File: src/hdl/dcgh_sqrt_cell.sv
// one stage of the floor square root chain: two radicand bits, one root bit
`timescale 1ns / 1ps
module dcgh_sqrt_cell #(
   parameter int MAG_W  = 34,
   parameter int SIDE_W = 1
) (
   input  logic                 clock,
   input  logic                 reset,
   input  logic                 adv,
   input  logic                 in_valid,
   input  logic [2*MAG_W-1:0]   in_rad,
   input  logic [MAG_W:0]       in_rem,
   input  logic [MAG_W-1:0]     in_root,
   input  logic [SIDE_W-1:0]    in_side,
   output logic                 out_valid,
   output logic [2*MAG_W-1:0]   out_rad,
   output logic [MAG_W:0]       out_rem,
   output logic [MAG_W-1:0]     out_root,
   output logic [SIDE_W-1:0]    out_side
);

   logic [MAG_W+2:0] cur_w;
   logic [MAG_W+2:0] trial_w;
   logic [MAG_W+2:0] diff_w;
   logic             fits_w;

   logic               valid_ff;
   logic [2*MAG_W-1:0] rad_ff,  rad_in;
   logic [MAG_W:0]     rem_ff,  rem_in;
   logic [MAG_W-1:0]   root_ff, root_in;
   logic [SIDE_W-1:0]  side_ff;

   // trial subtract of (4*root + 1) from the shifted remainder
   always_comb begin
      cur_w   = {in_rem, in_rad[2*MAG_W-1 -: 2]};
      trial_w = {1'b0, in_root, 2'b01};
      diff_w  = cur_w - trial_w;
      fits_w  = (cur_w >= trial_w);
      rem_in  = fits_w ? diff_w[MAG_W:0] : cur_w[MAG_W:0];
      root_in = {in_root[MAG_W-2:0], fits_w};
      rad_in  = {in_rad[2*MAG_W-3:0], 2'b00};
   end

   // stage register
   always_ff @(posedge clock) begin
      if (reset) begin
         valid_ff <= 1'b0;
      end else if (adv) begin
         valid_ff <= in_valid;
      end
   end

   always_ff @(posedge clock) begin
      if (adv) begin
         rad_ff  <= rad_in;
         rem_ff  <= rem_in;
         root_ff <= root_in;
         side_ff <= in_side;
      end
   end

   assign out_valid = valid_ff;
   assign out_rad   = rad_ff;
   assign out_rem   = rem_ff;
   assign out_root  = root_ff;
   assign out_side  = side_ff;

endmodule

File: config.mk
export PLATFORM = sky130hd
export DESIGN_NAME = dcgh_sqrt_cell
export DESIGN_NICKNAME = d
export VERILOG_FILES = /design/src/hdl/dcgh_sqrt_cell.sv
export SDC_FILE = /design/constraint.sdc
export NUM_CORES = 1
export LEC_CHECK = 0
export BUFFER_PORTS_ARGS = -buffer_cell sky130_fd_sc_hd__buf_2
export CORE_ASPECT_RATIO = 0.9
export CORE_MARGIN = 4
export CORE_UTILIZATION = 40
export CTS_BUF_LIST = sky130_fd_sc_hd__clkbuf_4
export DETAILED_ROUTE_END_ITERATION = 8
export GPL_TIMING_DRIVEN = 0
export PLACE_DENSITY_LB_ADDON = 0.1
export SYNTH_ARGS = -nofsm -noshare
export SYNTH_HDL_FRONTEND = slang
export SYNTH_SLANG_ARGS = --single-unit
export TNS_END_PERCENT = 10
File: constraint.sdc
create_clock -name clock -period 8.5 [get_ports clock]
set_clock_uncertainty 0.1 [all_clocks]
set_input_delay 0.425 -clock clock [delete_from_list [all_inputs] [get_ports clock]]
set_output_delay 0.425 -clock clock [all_outputs]
set_load 0.005 [all_outputs]
# Word level (Yosys, flattened, before mapping)
# Cells that the tools add are included.
dict set report op_classes {
  mul 0
  n_reduce_logical 0
  order_cmp 1
  bitwise 0
  muxes 1
  n_eq_ne 0
  add_sub_neg 1
  div 0
  shifts 0
}
# op n
set op_table {}
lappend op_table {{>= comparator 37 x 36 -> 1 bit} 1}
lappend op_table {{two-way mux 35 bit} 1}
lappend op_table {{subtractor 35 bit} 1}
dict set report totals {
  n_memories 0
  ramBits 0
  input_bits 142
  latchBits 0
  register_bits 137
  romBits 0
  elab_cells 8
}

# Depth between registers and ports, before layout
dict set report logic_depth {
  ltp_word 2
  depth_mapped 13
  ltp_nobuf 11
}

# Worst setup path after synthesis
# OpenSTA, ideal clock, no wires.
dict set report synth_timing {
  kind {input to register}
  start {input port in_root[25]}
  end {register rem_ff[20], in the netlist out_rem[20], data pin}
  arrival_ns 3.030
  setup_slack_ns 5.111
  path_stages 11
  cell_sequence {inv_1 > ha_1 > and3_1 > nand4_1 > or4_1 > or4_1 > a21oi_1 > a2111oi_1 > o41ai_4 > buf_6 > mux2_2}
}
dict set report synth_between {
  elab_chain_cells 2
}
# element line
set synth_rtl {}
lappend synth_rtl {{from (decl)} 13} ;# input logic [MAG_W-1:0] in_root,
lappend synth_rtl {{>= comparator 37 x 36 -> 1 bit} 38} ;# fits_w = (cur_w >= trial_w);
lappend synth_rtl {{two-way mux 35 bit} 39} ;# rem_in = fits_w ? diff_w[MAG_W:0] : cur_w[MAG_W:0];
lappend synth_rtl {{net rem_in[20]} 29} ;# logic [MAG_W:0] rem_ff, rem_in;
lappend synth_rtl {{to (signal assigned)} 56} ;# rem_ff <= rem_in;
lappend synth_rtl {{to (decl)} 29}
# The timed path passes the listed nets, and every way through them passes these cells.
# A chain may end at the register's enable or synchronous reset.

# Final worst setup path
dict set report layout_timing {
  start {input port in_root[2]}
  end {register rem_ff[21], in the netlist out_rem[21], data pin}
}
dict set report layout_between {
  elab_chain_cells 2
  elab_cells_between_ends 3
}
# element line
set layout_rtl {}
lappend layout_rtl {{subtractor 35 bit or >= comparator 37 x 36 -> 1 bit (tied branches)} {37, 38}}
lappend layout_rtl {{two-way mux 35 bit (*)} 39}
lappend layout_rtl {{net rem_in[21]} 29}
# Mark *: on every way through the listed nets, which the timed path passes. The rest lies on a longest branch.

==> results.md <==
- # hold bufs at CTS: 101
- Critical Path Source: in_root[2]
- Min-delay src: in_rem[5]
- Layout cells sized above 1: 35.9%
- Area of the core: 15700 um^2
- Initial antenna violation count: 2
- Number of global-route vias before repair: 5696
- CTS tree: yes
- Vias per cell: 4.89
- Dpl hpwl: 14100 um
- Combinational Power Share: 22.5%
- Cell taking the most area after synthesis: edfxtp_1
- Total die area: 18400 um^2
- Status: finished clean
- Drt first pass iters: 5
- R2R Path Start: out_valid
- Actual slew at the worst max-slew pin: 763 ps
- Starting Density: 41.5%
- Min Clock Period, post-route: 4220 ps
- Worst skew pair latency: 540 ps
- Die Y: 129 um
- ANT nets after route: 0
- Main flop type after synthesis: edfxtp_1
- Synthesis-to-finish area growth: 45.8%
- Crit path required time: 8700 ps
- Detailed Route WL: 19400 um
- Power Dens Cells: 172 nW/um^2
- Total grt overflow: 0
- Routed vias: 5481
- Fill cells: 1307
- Synthesized area per cell: 12.9 um^2
- Share of flip-flops with an asynchronous set or reset: 0%
- Relative slew margins: 49.0%
- Syn Inst Count: 504
- Netlist Area Pre-Place: 6510 um^2
- Final cycle utilization of the critical path: 49.6%
- Synth warnings: 0
- Root Driver: clkbuf_4
- Slew Limit Fails: 0
- Finished Core Util: 60.5%
- RSZ-0062 raised after global routing: no
- Clock-pin slew on the worst setup and hold paths: 130 ps
- WS Path Type: in -> reg
- Post-CTS Setup Inserts: 0
- Post-cts gate resize count: 0
- Peak supply drop: 0.0985 mV
- Synth cell types: 52
- CP endpoint kind: flop
- Number of synthesized flops with an enable pin: 136
- Switching power: 0.474 mW
- CP startpoint kind: primary input
- CTS Buf Count: 17
- Largest net degree at the start of global routing: 97
- Routed WL per cell: 17.3 um
- Placer Congestion: 0.849
- Sw frac: 29.0%
- First-pass GRT wire length: 29200 um
- Total clock sinks: 137
- Setup TNS: 0 ps
- Pint: 1.16 mW
- FP Rows: 43
- Synthesis-stage register bit count: 137
- Clock Path Buffers: 2
- Final hold vios: 0
- Htree depth: 4
- Hold Path Class: in -> reg
- Leakage power: 4.27 nW
- CP arrival: 4410 ps
- DRT iter0 DRCs: 254
- Area contributors post-synth: edfxtp_1, ha_1, a21oi_1, xnor2_1, inv_1
- Max Cap Violations: 0
- Clock Power Share: 26.2%
- Ant diodes: 0
- IO Port Bufs: 278
- Die span in x: 143 um
- Yosys top cell area share: 62.7%
- DR DRC count: 0
- Max Clk Rate: 0.237 GHz
- Total Routing Usage GR: 20.4%
- Sequential power share: 51.3%
- Critical path peak fanout: 10
- # IOs: 281
- Final setup viols: 0
- Seq/Total Area, Yosys: 63.0%
- Sequential cell area: 4100 um^2
- Hold slack final: 99.7 ps
- Multi-input logic area: 2170 um^2
- Layout Nets: 1083
[metrics by stage]
stage | setup slack (ps) | power [mW] | instance area, um^2 | std cells
after floorplan | 5110 | 1.02 | 6520 | 505
after detailed placement | 4210 | 1.18 | 8200 | 986
after global routing | 4050 | 1.73 | 9500 | 1120
final | 4280 | 1.64 | 9500 | 1120
after global placement | 4270 | 1.18 | 8160 | 985
after CTS | 4250 | 1.65 | 9490 | 1119
[state kept, by name, indices dropped and copies added (netlist names)]
register	cells
out_rad	66
out_rem	35
out_root	34
out_side	1
out_valid	1
[power by group through the flow]
stage / clock network (mW) / registers, mW / logic [mW]
floorplan: 0 / 0.866 / 0.157
finish: 0.428 / 0.840 / 0.368
detailed placement: 0 / 0.855 / 0.330
global route: 0.476 / 0.846 / 0.407
CTS: 0.444 / 0.840 / 0.370
global placement: 0 / 0.856 / 0.324
[worst max-delay path, stage by stage]
cell	delay, ps
dlygate4sd3_1	540
buf_2	130
inv_1	40
ha_1	370
o211ai_1	150
o211a_1	260
or4_1	480
nand4_1	190
a21o_1	220
a21oi_1	210
o41ai_4	750
buf_6	270
buf_2	260
a21oi_1	110
[path summary, 6_finish.rpt]
path,end,slack [ps],cells past startpoint
worst max-delay path,out_rem[21],4280,14
worst min-delay path,out_rem[7],100,2
worst max register to register,out_valid,7780,2
worst min register to register,out_valid,450,2
[cell families after synthesis]
| kind of cell | after synthesis | share of synthesized area (%) |
|---|---|---|
| AO/OA/AOI/OAI | 132 | 13.3 |
| XOR/XNOR | 33 | 4.44 |
| adder cells (fa/ha/maj) | 36 | 6.91 |
| buffers and inverters | 59 | 3.76 |
| flip-flops | 137 | 63.0 |
| multiplexers | 9 | 1.52 |
| other | 1 | 0.0576 |
| AND/OR/NAND/NOR | 97 | 7.07 |
[routing by layer]
layer | wire, um | part of all wire (%) | track usage (%) | up-vias
li1 | - | - | - | 2681
met1 | 7520 | 39 | 23.2 | 2541
met2 | 9690 | 50 | 35.9 | 217
met3 | 1680 | 8.6 | 7.05 | 38
met4 | 509 | 2.6 | 6.88 | 4
met5 | 31 | 0.16 | 0 | -
[area by class of cell]
class | instances | area share [%]
Buffer | 15 | 0.843
Clock buffer | 17 | 1.34
Clock inverter | 15 | 1.65
Inverter | 44 | 1.74
Multi-Input combinational cell | 309 | 22.8
Sequential cell | 137 | 43.2
Tap cell | 202 | 2.66
Timing Repair Buffer | 381 | 25.7
[synthesized netlist by cell type, types with 3 or more instances]
cell / instances
edfxtp_1: 136
a21oi_1: 54
inv_1: 44
ha_1: 36
nor2_1: 35
nand2_1: 22
a21o_1: 21
xnor2_1: 21
o21ai_0: 16
xor2_1: 12
nand4_1: 9
clkbuf_1: 7
mux2_2: 7
nand3_1: 6
o21bai_1: 6
o21a_1: 5
buf_2: 4
nand2b_1: 4
nor2b_1: 4
nor3_1: 4
o211ai_1: 4
a31oi_1: 3
and2_1: 3
buf_4: 3
o311ai_0: 3
or4_1: 3
[cells in the final DEF (no fill, tap or decap), types with 3 or more instances in the layout]
cell type      Yosys  routed
buf_4              3       3
nand2_1           22      22
and2_1             3       3
xor2_1            12      12
dlygate4sd3_1      0     102
nor2_1            35      35
o21a_1             5       5
mux2_2             7       7
nor3_1             4       4
o21bai_1           6       6
o21ai_0           16      16
or4_1              3       3
inv_1             44      44
nand3_1            6       6
nand2b_1           4       4
inv_8              0       4
a31oi_1            3       3
a21o_1            21      21
nor2b_1            4       4
nand4_1            9       9
inv_6              0       5
o311ai_0           3       3
o211ai_1           4       4
xnor2_1           21      21
clkbuf_1           7       7
edfxtp_1         136     136
buf_2              4     281
a21oi_1           54      54
clkbuf_4           0      17
ha_1              36      36
Note: power is estimated with default switching activity, not from simulation.
