## src/hdl/dcgh_pkg.sv

```systemverilog
// shared constants, register codes and result formatting for the distance gradient/hessian core
`timescale 1ns / 1ps
package dcgh_pkg;

   // quotient bits produced by the divider chains (magnitude below 2^31)
   localparam int QUOT_BITS = 31;
   // width of every result field
   localparam int OUT_W     = 32;
   // fraction bits of the gradient
   localparam int GRAD_FRAC = 30;
   // number of result fields in rsp_tdata
   localparam int NUM_RES   = 9;
   // csr index width
   localparam int CSR_IDX_W = 3;

   // operand pairs of the off-diagonal entries: xy, xz, yz
   localparam int PAIR_A [3] = '{0, 0, 1};
   localparam int PAIR_B [3] = '{1, 2, 2};

   typedef enum logic [CSR_IDX_W-1:0] {
      CSR_REF_FIRST_X  = 3'd0,
      CSR_REF_FIRST_Y  = 3'd1,
      CSR_REF_FIRST_Z  = 3'd2,
      CSR_REF_SECOND_X = 3'd3,
      CSR_REF_SECOND_Y = 3'd4,
      CSR_REF_SECOND_Z = 3'd5,
      CSR_NEGATE       = 3'd6
   } csr_index_type;

   // magnitude and sign to two's complement, clamped at the 32-bit limits
   function automatic logic [OUT_W-1:0] emit_q(input logic [QUOT_BITS-1:0] mag,
                                               input logic sat, input logic neg);
      logic [OUT_W-1:0] ext;
      logic [OUT_W-1:0] res;
      ext = {1'b0, mag};
      if (sat) begin
         res = neg ? {1'b1, {(OUT_W-1){1'b0}}} : {1'b0, {(OUT_W-1){1'b1}}};
      end else begin
         res = neg ? (~ext + OUT_W'(1)) : ext;
      end
      return res;
   endfunction

endpackage

```

## src/hdl/dcgh_div_cell.sv

```systemverilog
// one stage of a restoring divider chain: one quotient bit for each lane
`timescale 1ns / 1ps
module dcgh_div_cell #(
   parameter int LANES  = 3,
   parameter int DEN_W  = 34,
   parameter int SIDE_W = 1
) (
   input  logic                                        clock,
   input  logic                                        reset,
   input  logic                                        adv,
   input  logic                                        in_valid,
   input  logic [DEN_W-1:0]                            in_den,
   input  logic [LANES-1:0][DEN_W-1:0]                 in_rem,
   input  logic [LANES-1:0][dcgh_pkg::QUOT_BITS-1:0]   in_rq,
   input  logic [SIDE_W-1:0]                           in_side,
   output logic                                        out_valid,
   output logic [DEN_W-1:0]                            out_den,
   output logic [LANES-1:0][DEN_W-1:0]                 out_rem,
   output logic [LANES-1:0][dcgh_pkg::QUOT_BITS-1:0]   out_rq,
   output logic [SIDE_W-1:0]                           out_side
);
   import dcgh_pkg::*;

   logic [LANES-1:0][DEN_W:0]     cur_w;
   logic [LANES-1:0][DEN_W:0]     diff_w;
   logic [LANES-1:0]              fits_w;
   logic [LANES-1:0][DEN_W-1:0]   rem_in;
   logic [LANES-1:0][QUOT_BITS-1:0] rq_in;

   logic                            valid_ff;
   logic [DEN_W-1:0]                den_ff;
   logic [LANES-1:0][DEN_W-1:0]     rem_ff;
   logic [LANES-1:0][QUOT_BITS-1:0] rq_ff;
   logic [SIDE_W-1:0]               side_ff;

   // next numerator bit enters the remainder, quotient bit enters at the bottom
   always_comb begin
      for (int l = 0; l < LANES; l++) begin
         cur_w[l]  = {in_rem[l], in_rq[l][QUOT_BITS-1]};
         diff_w[l] = cur_w[l] - {1'b0, in_den};
         fits_w[l] = (cur_w[l] >= {1'b0, in_den});
         rem_in[l] = fits_w[l] ? diff_w[l][DEN_W-1:0] : cur_w[l][DEN_W-1:0];
         rq_in[l]  = {in_rq[l][QUOT_BITS-2:0], fits_w[l]};
      end
   end

   // stage register
   always_ff @(posedge clock) begin
      if (reset) begin
         valid_ff <= 1'b0;
      end else if (adv) begin
         valid_ff <= in_valid;
      end
   end

   always_ff @(posedge clock) begin
      if (adv) begin
         den_ff  <= in_den;
         rem_ff  <= rem_in;
         rq_ff   <= rq_in;
         side_ff <= in_side;
      end
   end

   assign out_valid = valid_ff;
   assign out_den   = den_ff;
   assign out_rem   = rem_ff;
   assign out_rq    = rq_ff;
   assign out_side  = side_ff;

endmodule

```

## config.mk

```make
export PLATFORM = sky130hd
export DESIGN_NAME = dcgh_div_cell
export DESIGN_NICKNAME = d
export VERILOG_FILES = /design/src/hdl/dcgh_pkg.sv /design/src/hdl/dcgh_div_cell.sv
export SDC_FILE = /design/constraint.sdc
export NUM_CORES = 1
export LEC_CHECK = 0
export BUFFER_PORTS_ARGS = -buffer_cell sky130_fd_sc_hd__buf_2
export CORE_AREA = 2 2 182 184
export DETAILED_ROUTE_END_ITERATION = 10
export DIE_AREA = 0 0 184 186
export GPL_ROUTABILITY_DRIVEN = 0
export PLACE_DENSITY = 0.69
export SYNTH_ARGS = -nofsm -noshare
export SYNTH_HDL_FRONTEND = slang
export SYNTH_SLANG_ARGS = --single-unit
```

## constraint.sdc

```tcl
create_clock -name clock -period 3.8 [get_ports clock]
set_input_delay 0.19 -clock clock [delete_from_list [all_inputs] [get_ports clock]]
set_output_delay 0.19 -clock clock [all_outputs]
set_load 0.05 [all_outputs]
```

* Word-level counts from Yosys, hierarchy flattened
Cells that the tools add are included.
Word-level totals: register bits 231, word-level logic and storage cells 18, output and inout port bits 231, input bits 234
Operators by class: $add $sub $neg 3, mux-type cells 3, magnitude comparators 3
Operators with widths (count):
- 35-bit by 34-bit greater-or-equal comparator with 1-bit output | 3
- 34-bit 2-to-1 mux | 3
- 34-bit subtractor | 3

* Logic depth before layout (Yosys ltp)
Gate-level depths: netlist of run 1.
depth in word-level cells 2, depth in mapped cells 14, mapped depth without buffers 13

* Worst setup path after synthesis of run 1
Ideal clock, no wire load.
kind input port to flip-flop, start point in in_den[1], end point reg rem_ff, in the netlist out_rem[10] (data pin), arrival 2921 ps, stages 12, library setup time 260 ps, buffers on the path 1, required time 3540 ps, path slack 618 ps, cells stage by stage inv_1 -> ha_1 -> nor2b_4 -> o2111ai_4 -> o211ai_4 -> a211oi_4 -> o22ai_2 -> nor3_2 -> nor3_1 -> a2111oi_4 -> buf_6 -> mux2_4
RTL lines:
- start: declaration | RTL line dcgh_div_cell.sv:12 | input logic [DEN_W-1:0] in_den,
- end signal: assignment | RTL line dcgh_div_cell.sv:59 | rem_ff <= rem_in;
- end: declaration | RTL line dcgh_div_cell.sv:32 | logic [LANES-1:0][DEN_W-1:0] rem_ff;

==> results of run 1 <==
## placed cells by master, fill, tap and decap left out, drive strengths merged, types with 13 or more instances in the layout
master,count
nor2,73
mux2,59
buf,475
xor2,28
nand4,13
nand2,62
o21ai,52
clkbuf,30
a21oi,142
clkinv,18
ha,102
nand3,21
edfxtp,230
and3,13
inv,60
xnor2,63
a21o,42
dlygate4sd3,209
## worst reg2reg max path, stage by stage, from the launching register on
cell and delay, ns:
sky130_fd_sc_hd__dfxtp_1 0.33, sky130_fd_sc_hd__mux2i_1 0.12, sky130_fd_sc_hd__nor2_1 0.05, sky130_fd_sc_hd__dlygate4sd3_1 0.55
## repair_timing
action / 4_1_cts / 5_1_grt
hold buffers: 209 / 0
resized for setup: 0 / 0
endpoints found under the hold margin: 208 / 0
buffers inserted: 0 / 0
## flip-flops by register name (all words and copies together), names as in the netlist
name       flops
out_rq        93
out_side       1
out_rem      102
out_den       34
out_valid      1
## metrics by stage
stage / hold slack [ns] / util (%) / setup WS [ns]
after floorplan: 0.2624 / - / 0.6182
after global placement: 0.3533 / 50.80 / 0.3167
after detailed placement: 0.3601 / 50.80 / 0.2073
after CTS: 0.001010 / 60.10 / 0.2439
after global routing: 0.01840 / 60.11 / 0.009629
final: 0.009879 / 60.11 / 0.1993
## final cells by class
cell class                 count  share of cell area (%)
clock buffer                  30                   3.658
multi-input combinational    833                   32.26
antenna                        2                 0.02585
sequential                   231                   35.78
inverter                      60                   1.163
timing repair buffer         684                   23.47
clock inverter                22                   1.002
tap                          408                   2.637
## layer usage
metal	part of all wire (%)	track usage, %	up-vias
met5	0.071	0	-
met4	5.8	14.56	6
met3	7.9	6.418	136
met2	47	45.33	553
met1	39	31.49	5817
li1	-	-	5751
## where the power goes
part | leakage (uW) | switching (uW) | total (uW) | internal, uW
Sequential | 0.00226 | 93.0 | 3270 | 3180
Combinational | 0.00582 | 2050 | 3090 | 1030
Clock | 0.000440 | 1130 | 2620 | 1490
Total | 0.00853 | 3280 | 8980 | 5700
## cell families (layout without fill, tap and decap cells)
family	Yosys count	in the layout	share of synthesized area, %
simple gates	240	240	8.524
other cells	0	2	0
xor+xnor	91	91	5.889
flops	231	231	51.18
fa+ha+maj	105	105	9.873
mux	62	62	5.880
compound gates	335	335	15.98
buf+inv	89	796	2.681
## path summary, 6_finish.rpt
path | from | end | slack [ns] | cells past startpoint
worst max-delay path | in_den[1] | out_rem[72]$_DFFE_PP_ | 0.20 | 13
worst min-delay path | in_rem[63] | out_rem[64]$_DFFE_PP_ | 0.01 | 3
worst max register to register | out_valid$_SDFFE_PP0P_ | out_valid$_SDFFE_PP0P_ | 2.63 | 3
worst min register to register | out_valid$_SDFFE_PP0P_ | out_valid$_SDFFE_PP0P_ | 1.10 | 3
==> flow_metrics.py, run 1 <==
metrics = {
    "outcome": {
        "run_status": "complete, no violations",
    },
    "synth": {
        "post_synth_inst_count": 1153,
        "postSynthNetCount": 1492,
        "synthFlopType": "sky130_fd_sc_hd__edfxtp_1",
        "synthesis.yosys.warnings": 0,
        "avgSynthCellArea_um2": 11.74,
        "yosysSeqAreaShare_pct": 51.18,
        "post_synth_main_area_contributors": "sky130_fd_sc_hd__edfxtp_1 (51%), sky130_fd_sc_hd__ha_1 (9.4%), sky130_fd_sc_hd__a21oi_1 (5.2%)",
        "postSynthRegisterBits": 231,
        "netlist_area_mm2": 0.01353,
        "netlist-cell-type-count": 70,
        "synth_enable_flop_cells": 230,
        "post-synth-top-count-cell": "sky130_fd_sc_hd__edfxtp_1",
        "synthTopCellsByCount": "sky130_fd_sc_hd__edfxtp_1 (230), sky130_fd_sc_hd__a21oi_1 (141), sky130_fd_sc_hd__ha_1 (102), sky130_fd_sc_hd__nor2_1 (73), sky130_fd_sc_hd__xnor2_1 (63)",
        "async_flop_share_pct": 0,
        "synthDominantAreaCellType": "sky130_fd_sc_hd__edfxtp_1",
        "yosys.area.top_type_share_pct": 51.03,
    },
    "timing": {
        "setup-violations-final": 0,
        "fmax_mhz": 277.7,
        "period_share_pct": 94.76,
        "hold_viol": 0,
        "post-route-min-period_ns": 3.601,
        "tightestPinTransition_ns": 0.7883,
        "slew-limit-headroom_pct": 47.45,
        "final-max-slew-violation-count": 0,
        "setup_tns_ns": 0,
        "fin_skew_ns": 0,
        "rsz0062_at_grt": "false",
    },
    "clock_tree": {
        "clock_buffer_count_from_cts": 28,
        "numClockSinks": 231,
        "clk_path_buf_depth": 3,
        "clk_latency_worst_skew_pair_ns": 0.57,
        "ctsRootBufferMaster": "sky130_fd_sc_hd__clkbuf_16",
        "htreeDepth": 1,
        "cts_tree": "built",
        "cts.reportedPaths.clkPinSlew_ns": 0.06,
    },
    "grt": {
        "global_route.usage.total_pct": 26.78,
        "grt_first_pass_wirelength_um": 69540,
        "grt_pass1_vias": 12320,
        "antenna_violations_before_repair": 5,
        "globalRouteOverflowTotal": 0,
        "maximum_number_of_pins_on_one_net_before_global_route_repair": 102,
    },
    "setup_path": {
        "count_of_buffering_cells_on_the_critical_path_with_inverters_included": 4,
        "worst_path_most_repeated_cell": "sky130_fd_sc_hd__a21oi_1",
        "cp-start-kind": "primary input",
        "cp_slowest_cell": "sky130_fd_sc_hd__dlygate4sd3_1",
        "worst_setup_path_end_kind": "register",
        "data_arrival_critical_path_ns": 3.90,
        "timing.critical_path.fanout_max": 56,
        "cp_data_required_time_ns": 4.10,
        "slowest_delay_ns": 0.53,
        "crit_family": "compound AO/OA/AOI/OAI gates",
        "timing_worst_setup_path_type": "in2reg",
        "worstPathCellList": "dlygate4sd3_1 > buf_2 > inv_1 > ha_1 > nor2_1 > a21oi_1 > o21ai_1 > a211oi_1 > o2111ai_1 > a21oi_1 > a41o_2 > buf_4 > mux2_2",
    },
    "route": {
        "postRouteWirelength_um": 47940,
        "drt_iter0_markers": 572,
        "route.detailed.drc": 0,
        "wl_per_cell_um": 21.12,
        "antenna_violating_nets_post_route": 0,
        "first_pass_iters": 5,
        "vias_per_cell": 5.402,
        "detailroute.via_count": 12260,
    },
    "die": {
        "die_h_um": 186,
        "row_count": 66,
        "core_area_mm2": 0.03221,
        "initial_core_util_pct": 42.02,
        "ioPinCount": 465,
        "die_outline_area_mm2": 0.03422,
        "die_w_um": 184,
    },
    "job": {
        "max_cap_violations": 0,
    },
    "placement": {
        "port_buffers": 464,
        "numPlacedInstances": 2007,
        "dpl-instance-area_mm2": 0.01636,
        "hpwlAfterDp_um": 35950,
    },
    "min_path": {
        "min-delay-path-class": "in2reg",
    },
    "cells_and_area": {
        "syn2layout_area_growth_pct": 43.04,
        "n_fill_cell": 2611,
        "post_route_cells_drive_above_1_share_pct": 32.26,
        "final_standard_cell_area_without_fillers_mm2": 0.01936,
        "design.final.nets": 2177,
        "fin_cells": 2270,
        "sequential_cell_area_mm2": 0.006927,
        "multi_input_combinational_cell_area_mm2": 0.006246,
    },
    "power": {
        "vdd.ir_drop.worst_mv": 0.3878,
        "totalPowerFinal_uw": 8981,
        "power_density_mw_per_mm2": 463.9,
        "cellLeakagePower_uw": 0.008526,
    },
}
(Power assumes the default switching activity.)
==> run 2, diff against run 1 <==
==> constraint.sdc (replaced) <==
create_clock -name clock -period 3.8 [get_ports clock]
set_input_delay 0.76 -clock clock [delete_from_list [all_inputs] [get_ports clock]]
set_output_delay 0.76 -clock clock [all_outputs]
set_load 0.05 [all_outputs]
==> flow_metrics.py, run 2 (synthesized netlist as in run 1, its figures left out) <==
metrics = {
    "outcome": {
        "run_status": "complete, no violations",
    },
    "die": {
        "row_count": 66,
        "die_outline_area_mm2": 0.03422,
        "die_h_um": 186,
        "core_area_mm2": 0.03221,
        "initial_core_util_pct": 42.02,
        "die_w_um": 184,
        "ioPinCount": 465,
    },
    "clock_tree": {
        "cts_tree": "built",
        "holdBufCountCts": 0,
        "clk_latency_worst_skew_pair_ns": 0.54,
        "clock_buffer_count_from_cts": 27,
        "clk_path_buf_depth": 3,
        "cts.reportedPaths.clkPinSlew_ns": 0.06,
        "numClockSinks": 231,
        "cts-resized-gates": 0,
        "htreeDepth": 1,
        "ctsRootBufferMaster": "sky130_fd_sc_hd__clkbuf_16",
        "postCtsSetupBuffers": 0,
    },
    "route": {
        "route.detailed.drc": 0,
        "postRouteWirelength_um": 45110,
        "route.met3.wl_um": 3997,
        "drt-met1-wl_um": 17390,
        "topRoutingLayerUsed": "met5",
        "first_pass_iters": 6,
        "vias_per_cell": 5.458,
        "wl_per_cell_um": 21.28,
        "detailroute.via_count": 11570,
        "wl_met2_um": 22380,
        "antenna_violating_nets_post_route": 0,
        "drt_iter0_markers": 590,
    },
    "setup_path": {
        "worst_setup_path_end_kind": "register",
        "count_of_buffering_cells_on_the_critical_path_with_inverters_included": 3,
        "cp-start-kind": "primary input",
        "timing_worst_setup_path_type": "in2reg",
        "cp_data_required_time_ns": 4.10,
        "crit_family": "compound AO/OA/AOI/OAI gates",
        "reg2reg_to": "out_valid$_SDFFE_PP0P_",
        "r2r.worst_path.cells": 2,
        "timing.critical_path.fanout_max": 3,
        "slowest_delay_ns": 0.39,
        "cp_slowest_cell": "sky130_fd_sc_hd__fa_1",
        "worst_path_most_repeated_cell": "sky130_fd_sc_hd__inv_1",
        "worst_r2r_start": "out_valid$_SDFFE_PP0P_",
        "r2r_setup_slack_ns": 3.21,
        "worstPathCellList": "buf_2 > inv_1 > ha_1 > inv_1 > fa_1 > a21oi_1 > o211ai_1 > a211o_1 > a31o_2 > a31oi_1 > o21ai_1 > a211oi_1 > xnor2_1 > mux2_4",
        "worst-path-stages": 14,
        "data_arrival_critical_path_ns": 3.79,
    },
    "power": {
        "cellLeakagePower_uw": 0.007890,
        "totalPowerFinal_uw": 8764,
        "power_density_mw_per_mm2": 496.1,
        "vdd.ir_drop.worst_mv": 0.3265,
    },
    "placement": {
        "port_buffers": 464,
        "hpwlAfterDp_um": 36060,
        "dpl-instance-area_mm2": 0.01680,
        "numPlacedInstances": 2062,
    },
    "grt": {
        "grt_pass1_vias": 11210,
        "maximum_number_of_pins_on_one_net_before_global_route_repair": 93,
        "antenna_violations_before_repair": 21,
        "globalRouteOverflowTotal": 0,
        "grt_first_pass_wirelength_um": 64400,
        "global_route.usage.total_pct": 24.83,
    },
    "timing": {
        "whs_ns": 0.3712,
        "fmax_mhz": 286.6,
        "fin_skew_ns": 0,
        "setup-violations-final": 0,
        "period_share_pct": 91.82,
        "slew-limit-headroom_pct": 48.99,
        "tightestPinTransition_ns": 0.7651,
        "hold_viol": 0,
        "final-max-slew-violation-count": 0,
        "rsz0062_at_grt": "false",
        "post-route-min-period_ns": 3.489,
    },
    "cells_and_area": {
        "layout_common_cells": "sky130_fd_sc_hd__buf_2 (463), sky130_fd_sc_hd__edfxtp_1 (230), sky130_fd_sc_hd__a21oi_1 (141), sky130_fd_sc_hd__ha_1 (102), sky130_fd_sc_hd__nor2_1 (73)",
        "fin_cells": 2120,
        "layout.cells.most_common": "sky130_fd_sc_hd__buf_2",
        "largest_register_ffs": 102,
        "post_route_cells_drive_above_1_share_pct": 38.19,
        "final_standard_cell_area_without_fillers_mm2": 0.01767,
        "n_fill_cell": 2840,
        "design.final.nets": 2022,
        "syn2layout_area_growth_pct": 30.54,
    },
    "min_path": {
        "hold-path-cell-count": 2,
        "min-delay-start": "reset",
        "min-delay-path-class": "in2reg",
        "worst_hold_path.endpoint": "out_valid$_SDFFE_PP0P_",
    },
    "job": {
        "max_cap_violations": 0,
    },
}
-- run 2: metal layers --
metal / GRT usage (%) / up-vias
met1: 28.67 / 5536
met2: 44.77 / 465
met4: 6.912 / 22
met3: 7.239 / 96
met5: 0 / -
li1: - / 5452
-- run 2: worst max path at each step --
stage / to / startpoint / slack [ns]
6_report: out_rem[26]$_DFFE_PP_ / in_rq[30] / 0.31
5_1_grt: out_rem[66]$_DFFE_PP_ / in_den[1] / 0.16
4_1_cts: out_rem[26]$_DFFE_PP_ / in_rq[30] / 0.33
3_5_place_dp: out_rem[26]$_DFFE_PP_ / in_rq[30] / -0.24
3_3_place_gp: out_rem[26]$_DFFE_PP_ / in_rq[30] / -0.11
2_1_floorplan: out_rem[10]$_DFFE_PP_ / in_den[1] / 0.05
-- run 2: cell type report --
class | count | area, um^2 | share of cell area [%]
well taps | 408 | 510.5 | 2.889
diodes | 10 | 25.02 | 0.1416
multi-input cells | 833 | 6246 | 35.35
inverters | 60 | 225.2 | 1.275
clock inverters | 17 | 153.9 | 0.8710
flip-flops and latches | 231 | 6927 | 39.20
repair buffers | 530 | 2890 | 16.36
clock buffers | 31 | 690.7 | 3.909
-- run 2: through the flow --
step	util (%)	setup WS (ns)	setup TNS, ns
after detailed placement	52.16	-0.2364	-1.492
after global placement	52.16	-0.1085	-0.4195
after global routing	54.81	0.1579	0
final	54.86	0.3107	0
after floorplan	-	0.04823	0
after CTS	54.78	0.3334	0
-- run 2: power by group --
part           total (uW)  internal, uW  leakage (uW)  switching [uW]
combinational        2970           952       0.00522            2020
sequential           3260          3170       0.00226            84.7
clock                2530          1440      0.000405            1090
==> run 3, diff against run 2 <==
--- a/config.mk
+++ b/config.mk
@@ -6,5 +6,5 @@
 export NUM_CORES = 1
 export LEC_CHECK = 0
-export BUFFER_PORTS_ARGS = -buffer_cell sky130_fd_sc_hd__buf_2
+export BUFFER_PORTS_ARGS = -buffer_cell sky130_fd_sc_hd__buf_4
 export CORE_AREA = 2 2 182 184
 export DETAILED_ROUTE_END_ITERATION = 10
==> constraint.sdc (replaced) <==
create_clock -name clock -period 3.8 [get_ports clock]
set_input_delay 0.57 -clock clock [delete_from_list [all_inputs] [get_ports clock]]
set_output_delay 0.57 -clock clock [all_outputs]
set_load 0.05 [all_outputs]
==> flow_metrics.py, run 3 (synthesized netlist as in run 1, its figures left out) <==
metrics = {
    "cells_and_area": {
        "post_route_cells_drive_above_1_share_pct": 37.50,
        "largest_register_ffs": 102,
        "n_fill_cell": 2691,
        "sequential_cell_area_mm2": 0.006927,
        "multi_input_combinational_cell_area_mm2": 0.006246,
        "design.final.nets": 1989,
        "syn2layout_area_growth_pct": 38.25,
        "layout_common_cells": "sky130_fd_sc_hd__buf_4 (490), sky130_fd_sc_hd__edfxtp_1 (230), sky130_fd_sc_hd__a21oi_1 (141), sky130_fd_sc_hd__ha_1 (102), sky130_fd_sc_hd__nor2_1 (73)",
        "layout.cells.most_common": "sky130_fd_sc_hd__buf_4",
    },
    "clock_tree": {
        "clock_buffer_count_from_cts": 28,
        "clk_path_buf_depth": 3,
        "holdBufCountCts": 0,
        "cts.reportedPaths.clkPinSlew_ns": 0.06,
        "clk_latency_worst_skew_pair_ns": 0.54,
        "ctsRootBufferMaster": "sky130_fd_sc_hd__clkbuf_16",
        "numClockSinks": 231,
        "cts-resized-gates": 0,
        "cts_tree": "built",
        "postCtsSetupBuffers": 0,
        "htreeDepth": 1,
    },
    "die": {
        "initial_core_util_pct": 42.02,
        "row_count": 66,
        "core_area_mm2": 0.03221,
        "die_outline_area_mm2": 0.03422,
        "ioPinCount": 465,
        "die_w_um": 184,
        "die_h_um": 186,
    },
    "setup_path": {
        "worstPathCellList": "buf_4 > inv_1 > buf_4 > fa_1 > a21oi_1 > o211ai_1 > a211o_1 > a31o_2 > a31oi_1 > o21ai_1 > a211oi_1 > xnor2_1 > mux2_4",
        "cp-start-kind": "primary input",
        "worst_setup_path_end_kind": "register",
        "cp_slowest_cell": "sky130_fd_sc_hd__fa_1",
        "timing_worst_setup_path_type": "in2reg",
        "data_arrival_critical_path_ns": 3.56,
        "timing.critical_path.fanout_max": 6,
        "slowest_delay_ns": 0.42,
        "worst_path_most_repeated_cell": "sky130_fd_sc_hd__buf_4",
        "cp_data_required_time_ns": 4.09,
    },
    "timing": {
        "whs_ns": 0.1880,
        "final-max-slew-violation-count": 0,
        "fin_skew_ns": 0,
        "setup-violations-final": 0,
        "setup_tns_ns": 0,
        "fmax_mhz": 305.5,
        "post-route-min-period_ns": 3.273,
        "period_share_pct": 86.14,
        "slew-limit-headroom_pct": 52.58,
        "rsz0062_at_grt": "false",
        "tightestPinTransition_ns": 0.7113,
        "hold_viol": 0,
    },
    "grt": {
        "global_route.usage.total_pct": 25.20,
        "globalRouteOverflowTotal": 0,
        "maximum_number_of_pins_on_one_net_before_global_route_repair": 94,
        "grt_pass1_vias": 11230,
        "antenna_violations_before_repair": 4,
        "grt_util_met3_pct": 7.552,
        "gr-max-usage-layer": "met2",
        "grt_first_pass_wirelength_um": 65540,
        "grt.met2_usage_pct": 44.66,
        "gr_layer_usage_met1_pct": 29.24,
    },
    "outcome": {
        "run_status": "complete, no violations",
    },
    "power": {
        "vdd.ir_drop.worst_mv": 0.3050,
        "cellLeakagePower_uw": 0.008200,
        "power_density_mw_per_mm2": 497.9,
    },
    "route": {
        "vias_per_cell": 5.531,
        "route.detailed.drc": 0,
        "postRouteWirelength_um": 45680,
        "detailroute.via_count": 11510,
        "drt_iter0_markers": 562,
        "wl_per_cell_um": 21.95,
        "antenna_violating_nets_post_route": 0,
        "first_pass_iters": 5,
    },
    "job": {
        "max_cap_violations": 0,
    },
    "placement": {
        "hpwlAfterDp_um": 36240,
        "port_buffers": 464,
    },
    "min_path": {
        "min-delay-path-class": "in2reg",
    },
}
-- run 3: cell types whose count changed in the layout (fill, tap and decap cells not counted) --
cell                         change
sky130_fd_sc_hd__clkbuf_8        +4
sky130_fd_sc_hd__clkbuf_1        -3
sky130_fd_sc_hd__inv_6           -2
sky130_fd_sc_hd__buf_4         +429
sky130_fd_sc_hd__bufinv_16       +2
sky130_fd_sc_hd__clkbuf_16       +2
sky130_fd_sc_hd__diode_2         -9
sky130_fd_sc_hd__buf_2         -463
sky130_fd_sc_hd__clkinvlp_4      +3
sky130_fd_sc_hd__clkinv_4        +2
sky130_fd_sc_hd__clkinv_1        -4
-- run 3: stage by stage --
stage          instance area (um^2)  utilization [%]  std cells  setup WS [ns]  power [uW]
2_1_floorplan                 13530                -       1153         0.2382        5399
3_3_place_gp                  17700            54.96       2028        0.09639        6435
3_5_place_dp                  17700            54.96       2028      -0.007856        6470
4_1_cts                       18710            58.09       2080         0.5818        9373
5_1_grt                       18710            58.10       2081         0.3388        9656
6_report                      18710            58.10       2081         0.5268        9317
-- run 3: layout make-up --
cell class,count,area share (%)
antenna,1,0.01337
clock buffer,34,4.193
clock inverter,18,1.184
inverter,60,1.204
multi-input combinational,833,33.38
sequential,231,37.02
tap,408,2.728
timing repair buffer,496,20.28
-- run 3: path summary, 6_finish.rpt --
check                                            start                      to  slack, ns  cells past startpoint
worst max-delay path                         in_den[1]   out_rem[26]$_DFFE_PP_       0.53                     13
worst min-delay path                             reset  out_valid$_SDFFE_PP0P_       0.19                      2
worst max register to register  out_valid$_SDFFE_PP0P_  out_valid$_SDFFE_PP0P_       3.22                      2
worst min register to register  out_valid$_SDFFE_PP0P_  out_valid$_SDFFE_PP0P_       0.51                      2
-- run 3: power breakdown --
part,internal [uW],total [uW],switching (uW)
combinational,1150,3170,2020
sequential,3180,3270,92.8
clock,1750,2880,1130
total,6070,9320,3240
-- run 3: metal layers --
layer | wire [um] | share of wire (%)
met2 | 22780 | 50
met3 | 4253 | 9.3
met1 | 17200 | 38
met4 | 1406 | 3.1
met5 | 38 | 0.083
-- run 3: critical path: cells and delay by family --
family / cells / cell delay, ns
XOR/XNOR: 1 / 0.09
buffers and inverters: 3 / 0.43
adder cells (fa/ha/maj): 1 / 0.42
multiplexers: 1 / 0.26
AO/OA/AOI/OAI: 7 / 1.79
